$ cat src/sv/mlfs_pkg.sv
`default_nettype none

package mlfs_pkg;

  // Panel geometry and frame store layout
  localparam int PANEL_WIDTH  = 400;
  localparam int PANEL_HEIGHT = 240;
  localparam int ROW_BYTES    = (PANEL_WIDTH + 7) / 8;
  localparam int STORE_BYTES  = ROW_BYTES * PANEL_HEIGHT;
  localparam int ADDR_W       = $clog2(STORE_BYTES);

  // Field widths
  localparam int X_W     = 9;
  localparam int Y_W     = 8;
  localparam int COL_W   = X_W - 3;
  localparam int BYTE_W  = 8;
  localparam int OP_W    = 3;
  localparam int IN_TDATA_W = 48;

  // Configuration register indexes
  localparam logic [1:0] REG_VCOM_MASK = 2'd0;
  localparam logic [1:0] REG_WRITE_CMD = 2'd1;
  localparam logic [1:0] REG_CLEAR_CMD = 2'd2;

  localparam logic [BYTE_W-1:0] FILL_BYTE = 8'hFF;
  localparam logic [BYTE_W-1:0] ZERO_BYTE = 8'h00;

  typedef enum logic [OP_W-1:0] {
    OP_PIXEL       = 3'd0,
    OP_FILL_RECT   = 3'd1,
    OP_CLEAR_BUF   = 3'd2,
    OP_FRAME_START = 3'd3,
    OP_SEND_LINE   = 3'd4,
    OP_FRAME_END   = 3'd5,
    OP_CLEAR_DISP  = 3'd6
  } op_t;

  // Input tdata layout, lowest field last
  typedef struct packed {
    logic [4:0]     pad;
    logic [Y_W-1:0] line_index;
    logic           pixel_color;
    logic [Y_W-1:0] y_last;
    logic [X_W-1:0] x_last;
    logic [Y_W-1:0] y_pos;
    logic [X_W-1:0] x_pos;
  } in_data_t;

  typedef enum logic [2:0] {
    ADDR_HOLD,
    ADDR_SWEEP_INIT,
    ADDR_INC,
    ADDR_RECT_INIT,
    ADDR_RECT_NEXT,
    ADDR_LINE_INIT
  } addr_op_t;

  typedef enum logic [2:0] {
    SRC_CMD_WRITE,
    SRC_CMD_CLEAR,
    SRC_ADDR,
    SRC_MEM,
    SRC_ZERO
  } out_sel_t;

  typedef enum logic [3:0] {
    ST_INIT,
    ST_IDLE,
    ST_DISPATCH,
    ST_WIPE,
    ST_CLR_CMD,
    ST_RECT_RD,
    ST_RECT_WR,
    ST_FRAME,
    ST_LINE_ADDR,
    ST_LINE_RD,
    ST_LINE_EMIT,
    ST_TRAIL
  } state_t;

  typedef struct packed {
    logic     load;
    addr_op_t addr_op;
    logic     mem_re;
    logic     mem_we;
    logic     wr_fill;
    logic     out_load;
    out_sel_t out_sel;
    logic     out_last;
    logic     vcom_toggle;
    logic     vcom_clr;
  } dp_cmd_t;

  typedef struct packed {
    op_t  op;
    logic rect_empty;
    logic rect_done;
    logic line_valid;
    logic line_end;
    logic sweep_done;
    logic out_free;
  } dp_sts_t;

endpackage

`default_nettype wire

$ cat src/sv/mlfs_ctrl.sv
`default_nettype none

module mlfs_ctrl (
  input  wire logic             clk,
  input  wire logic             rst_n,
  input  wire logic             in_tvalid,
  output logic                  in_tready,
  input  wire mlfs_pkg::dp_sts_t sts,
  output mlfs_pkg::dp_cmd_t     cmd
);

  mlfs_pkg::state_t state_r, state_nxt;

  always_ff @(posedge clk) begin
    if (!rst_n) begin
      state_r <= mlfs_pkg::ST_INIT;
    end else begin
      state_r <= state_nxt;
    end
  end

  // Next state
  always_comb begin
    state_nxt = state_r;
    case (state_r)
      mlfs_pkg::ST_INIT: begin
        if (sts.sweep_done) state_nxt = mlfs_pkg::ST_IDLE;
      end
      mlfs_pkg::ST_IDLE: begin
        if (in_tvalid) state_nxt = mlfs_pkg::ST_DISPATCH;
      end
      mlfs_pkg::ST_DISPATCH: begin
        case (sts.op)
          mlfs_pkg::OP_PIXEL, mlfs_pkg::OP_FILL_RECT: begin
            state_nxt = sts.rect_empty ? mlfs_pkg::ST_IDLE : mlfs_pkg::ST_RECT_RD;
          end
          mlfs_pkg::OP_CLEAR_BUF, mlfs_pkg::OP_CLEAR_DISP: state_nxt = mlfs_pkg::ST_WIPE;
          mlfs_pkg::OP_FRAME_START: state_nxt = mlfs_pkg::ST_FRAME;
          mlfs_pkg::OP_SEND_LINE: begin
            state_nxt = sts.line_valid ? mlfs_pkg::ST_LINE_ADDR : mlfs_pkg::ST_IDLE;
          end
          mlfs_pkg::OP_FRAME_END: state_nxt = mlfs_pkg::ST_TRAIL;
          default: state_nxt = mlfs_pkg::ST_IDLE;
        endcase
      end
      mlfs_pkg::ST_WIPE: begin
        if (sts.sweep_done) begin
          state_nxt = (sts.op == mlfs_pkg::OP_CLEAR_DISP) ? mlfs_pkg::ST_CLR_CMD
                                                           : mlfs_pkg::ST_IDLE;
        end
      end
      mlfs_pkg::ST_CLR_CMD: begin
        if (sts.out_free) state_nxt = mlfs_pkg::ST_TRAIL;
      end
      mlfs_pkg::ST_RECT_RD: state_nxt = mlfs_pkg::ST_RECT_WR;
      mlfs_pkg::ST_RECT_WR: begin
        state_nxt = sts.rect_done ? mlfs_pkg::ST_IDLE : mlfs_pkg::ST_RECT_RD;
      end
      mlfs_pkg::ST_FRAME: begin
        if (sts.out_free) state_nxt = mlfs_pkg::ST_IDLE;
      end
      mlfs_pkg::ST_LINE_ADDR: begin
        if (sts.out_free) state_nxt = mlfs_pkg::ST_LINE_RD;
      end
      mlfs_pkg::ST_LINE_RD: state_nxt = mlfs_pkg::ST_LINE_EMIT;
      mlfs_pkg::ST_LINE_EMIT: begin
        if (sts.out_free) begin
          state_nxt = sts.line_end ? mlfs_pkg::ST_TRAIL : mlfs_pkg::ST_LINE_RD;
        end
      end
      mlfs_pkg::ST_TRAIL: begin
        if (sts.out_free) state_nxt = mlfs_pkg::ST_IDLE;
      end
      default: state_nxt = mlfs_pkg::ST_IDLE;
    endcase
  end

  // Datapath commands
  always_comb begin
    cmd       = '0;
    in_tready = 1'b0;
    case (state_r)
      mlfs_pkg::ST_INIT, mlfs_pkg::ST_WIPE: begin
        cmd.mem_we  = 1'b1;
        cmd.wr_fill = 1'b1;
        cmd.addr_op = mlfs_pkg::ADDR_INC;
      end
      mlfs_pkg::ST_IDLE: begin
        in_tready = 1'b1;
        cmd.load  = in_tvalid;
      end
      mlfs_pkg::ST_DISPATCH: begin
        case (sts.op)
          mlfs_pkg::OP_PIXEL, mlfs_pkg::OP_FILL_RECT: begin
            if (!sts.rect_empty) cmd.addr_op = mlfs_pkg::ADDR_RECT_INIT;
          end
          mlfs_pkg::OP_CLEAR_BUF, mlfs_pkg::OP_CLEAR_DISP: begin
            cmd.addr_op = mlfs_pkg::ADDR_SWEEP_INIT;
          end
          mlfs_pkg::OP_SEND_LINE: begin
            if (sts.line_valid) cmd.addr_op = mlfs_pkg::ADDR_LINE_INIT;
          end
          default: ;
        endcase
      end
      mlfs_pkg::ST_CLR_CMD: begin
        if (sts.out_free) begin
          cmd.out_load = 1'b1;
          cmd.out_sel  = mlfs_pkg::SRC_CMD_CLEAR;
          cmd.vcom_clr = 1'b1;
        end
      end
      mlfs_pkg::ST_RECT_RD: cmd.mem_re = 1'b1;
      mlfs_pkg::ST_RECT_WR: begin
        cmd.mem_we  = 1'b1;
        cmd.addr_op = mlfs_pkg::ADDR_RECT_NEXT;
      end
      mlfs_pkg::ST_FRAME: begin
        if (sts.out_free) begin
          cmd.out_load    = 1'b1;
          cmd.out_sel     = mlfs_pkg::SRC_CMD_WRITE;
          cmd.out_last    = 1'b1;
          cmd.vcom_toggle = 1'b1;
        end
      end
      mlfs_pkg::ST_LINE_ADDR: begin
        if (sts.out_free) begin
          cmd.out_load = 1'b1;
          cmd.out_sel  = mlfs_pkg::SRC_ADDR;
        end
      end
      mlfs_pkg::ST_LINE_RD: cmd.mem_re = 1'b1;
      mlfs_pkg::ST_LINE_EMIT: begin
        if (sts.out_free) begin
          cmd.out_load = 1'b1;
          cmd.out_sel  = mlfs_pkg::SRC_MEM;
          if (!sts.line_end) cmd.addr_op = mlfs_pkg::ADDR_INC;
        end
      end
      mlfs_pkg::ST_TRAIL: begin
        if (sts.out_free) begin
          cmd.out_load = 1'b1;
          cmd.out_sel  = mlfs_pkg::SRC_ZERO;
          cmd.out_last = 1'b1;
        end
      end
      default: ;
    endcase
  end

endmodule

`default_nettype wire

$ cat config.mk
export PLATFORM = sky130hd
export DESIGN_NAME = mlfs_ctrl
export DESIGN_NICKNAME = d
export VERILOG_FILES = /design/src/sv/mlfs_pkg.sv /design/src/sv/mlfs_ctrl.sv
export SDC_FILE = /design/constraint.sdc
export NUM_CORES = 1
export LEC_CHECK = 0
export BUFFER_PORTS_ARGS = -buffer_cell sky130_fd_sc_hd__buf_2
export CAP_MARGIN = 10
export CORE_MARGIN = 2
export CORE_UTILIZATION = 40
export CTS_CLUSTER_SIZE = 10
export DETAILED_ROUTE_END_ITERATION = 10
export PLACE_DENSITY = 0.82
export SKIP_LAST_GASP = 1
export SLEW_MARGIN = 20
export SYNTH_ARGS = -nofsm -noshare
export SYNTH_HDL_FRONTEND = slang
export SYNTH_SLANG_ARGS = --single-unit
$ cat constraint.sdc
create_clock -name clk -period 4.4 [get_ports clk]
set_input_delay 0 -clock clk [delete_from_list [all_inputs] [get_ports clk]]
set_output_delay 0 -clock clk [all_outputs]
set_load 0.01 [all_outputs]
==> results.tsv <==
stage	metric	value	unit
outcome	status	complete, no violations	
floorplanning	die height	42.1	µm
critical_path	Critical Path AT	1.85	ns
synth	Yosys warnings	0	
synth	count of cell types in the netlist	34	
clock_tree	Worst-Skew Late Latency	0.23	ns
clock_tree	CTS root buffer	clkbuf_4	
timing	Setup Skew	0.00612	ns
clock_tree	Worst-path clk slew	0.04	ns
critical_path	Setup crit end kind	output port	
routing	TritonRoute pass-1 iters	4	
finish	nets	124	
critical_path	Req. time, crit path	4.40	ns
power_and_ir_drop	sw power	0.200	mW
clock_tree	cts bufs inserted	3	
synth	synth top area cells	dfxtp_1, nor2_1, a21oi_1, inv_1, nand2b_1	
grt	gr usage total	17.6	%
finish	commonest cells after routing, fill and taps aside	buf_2, nor2_1, a21oi_1, inv_1, nand2_1	
grt	GRT overflow	0	
placed_design	PortBufs	26	
routing	routed length per instance	11.8	µm
clock_tree	Max clock buf depth	2	
floorplanning	Starting Density	43.5	%
floorplanning	core box area	1330	µm²
critical_path	critical path type	reg -> out	
synth	sequential fraction of the synthesis area	13.8	%
floorplanning	num rows	13	
clock_tree	cts hold-fix bufs	0	
synth	synthesis-stage register bit count	4	
clock_tree	H-tree depth	1	
finish	Most flops, register	state_r	
clock_tree	cts repair resizes	0	
timing	final setup fails	0	
placed_design	HPWL after DPL	1100	µm
power_and_ir_drop	Total Power	0.397	mW
clock_tree	post-CTS setup buffers	0	
finish	share of post-route cells with drive strength above 1	31.8	%
power_and_ir_drop	Clock power frac	11.3	%
routing	Routed WL	1470	µm
timing	minimum clock period	1.85	ns
floorplanning	die width	42.1	µm
grt	initial antenna violation count	0	
routing	routed vias/inst	5.55	
power_and_ir_drop	internal power	0.197	mW
timing	Final Hold Viols	0	
power_and_ir_drop	combinational fraction of design power	64.4	%
timing	RSZ-0062 raised after global routing	false	
critical_path	launch point of the worst reg-to-reg path	state_r[0]	
synth	average size of a mapped cell	6.75	µm²
grt	largest net degree at the start of global routing	20	
timing	TNS Setup	0	ns
timing	worst-margin pin slew	0.579	ns
floorplanning	I/O pin total	27	
finish	ANT cells	0	
synth	cell taking the most area after synthesis	dfxtp_1	
power_and_ir_drop	switch share	50.4	%
synth	top-area cell type share of the netlist area	13.8	%
clock_tree	# clock sinks	4	
timing	relative slew slack	61.3	%
placed_design	routability congestion estimate from global placement	0.872	
finish	P&R area growth vs syn	24.6	%
power_and_ir_drop	Max VDD drop	0.427	mV
synth	Synth Instances	86	
power_and_ir_drop	sequential share of power	24.3	%
grt	global-route wire length before repair	2480	µm
power_and_ir_drop	PD cells	549	nW/µm²
synth	Syn Nets	98	
critical_path	largest fanout on the critical path	14	
clock_tree	CTS tree	yes	
job	Max Cap Viol	0	
grt	vias in the first global route	579	
power_and_ir_drop	Static Leakage	0.355	nW
finish	max reg flops	4	
routing	DRC errors left	0	
finish	fin util	54.2	%
finish	most common cell after layout, fill and taps aside	buf_2	
routing	ANT nets after route	0	
finish	Filler Cells Inserted	133	
critical_path	Worst Setup Start Kind	flip-flop	
timing	Max Fclk	540	MHz
timing	Final Cycle Share	42.1	%
routing	DR iter-0 viols	14	
min_path	hold_sp	rst_n	
synth	cell area after synthesis	581	µm²
timing	Slew Viols, Final	0	
floorplanning	Die Footprint	1770	µm²
finish	Largest regs	state_r: 4 flops	
critical_path	Crit. Startpoint	state_r[0]	
routing	vias	694	
min_path	worst hold path class	in -> reg	
[final timing paths]
check | depth (start not counted) | slack (ns) | to
setup reg to reg | 5 | 2.69 | state_r[0]
setup / recovery | 5 | 2.55 | cmd[11]
hold / removal | 3 | 0.05 | state_r[3]
hold reg to reg | 2 | 0.65 | state_r[0]
[per-layer routing]
metal  vias to the layer above  GRT usage, %  part of all wire (%)
met5                         -             0                     0
met4                         0          3.13                     0
met3                         0          5.60                   6.4
met2                        22          27.5                    45
met1                       313          23.8                    48
li1                        359             -                     -
[cell families (layout without fill, tap and decap cells)]
family | Yosys count | count (layout) | share of synthesized area [%]
and+or+nand+nor | 46 | 46 | 45.3
AOI/OAI and AO/OA | 22 | 22 | 28.4
buffers and inverters | 12 | 36 | 9.48
DFF | 4 | 4 | 13.8
xor gates and xnor gates | 2 | 2 | 3.02
[worst max-delay path, stage by stage (launching register included)]
cell and delay (ns):
dfxtp_1 0.58, and2b_1 0.33, nand2_1 0.21, nor2_1 0.07
or3_1 0.29, buf_2 0.14
[cell usage after synthesis]
cell type  number
nor2_1         11
a21oi_1         8
inv_1           7
nand2_1         6
dfxtp_1         4
nand2b_1        4
nand3_1         4
o21ai_1         4
or3_1           4
nor2b_1         3
nor3_1          3
a31oi_1         2
and2_1          2
buf_2           2
clkbuf_1        2
nand4_1         2
a31oi_4         1
and2b_1         1
and3b_1         1
and4_1          1
buf_6           1
nor4b_1         1
nor4b_2         1
o2111ai_1       1
o2111ai_2       1
o21ai_0         1
o21ai_2         1
o22ai_1         1
o22ai_4         1
o31ai_1         1
or2b_1          1
or4b_4          1
xnor2_1         1
xor2_1          1
[layout make-up]
class                      count  area [µm²]  share of cell area [%]
clock buffer                   3        22.5                    3.11
inverter                       7        26.3                    3.63
multi-input combinational     70         445                    61.6
sequential                     4        80.1                    11.1
tap                           15        18.8                    2.60
timing repair buffer          26         130                    18.0
[per-stage QoR]
step | cells | cell area [µm²] | setup slack [ns] | hold WS [ns]
global placement | 122 | 701 | 2.75 | 0.290
finish | 125 | 723 | 2.55 | 0.0544
detailed placement | 122 | 701 | 2.71 | 0.298
CTS | 125 | 723 | 2.55 | 0.0450
floorplan | 86 | 581 | 2.95 | 0.118
global route | 125 | 723 | 2.44 | 0.0526
[power by group through the flow]
stage          registers (mW)  clock network, mW  logic [mW]
6_report               0.0964             0.0448       0.255
5_1_grt                 0.102             0.0518       0.287
4_1_cts                0.0951             0.0480       0.257
3_5_place_dp           0.0959                  0       0.255
3_3_place_gp           0.0940                  0       0.251
2_1_floorplan          0.0604                  0       0.227
Note: power is estimated with default switching activity, not from simulation.
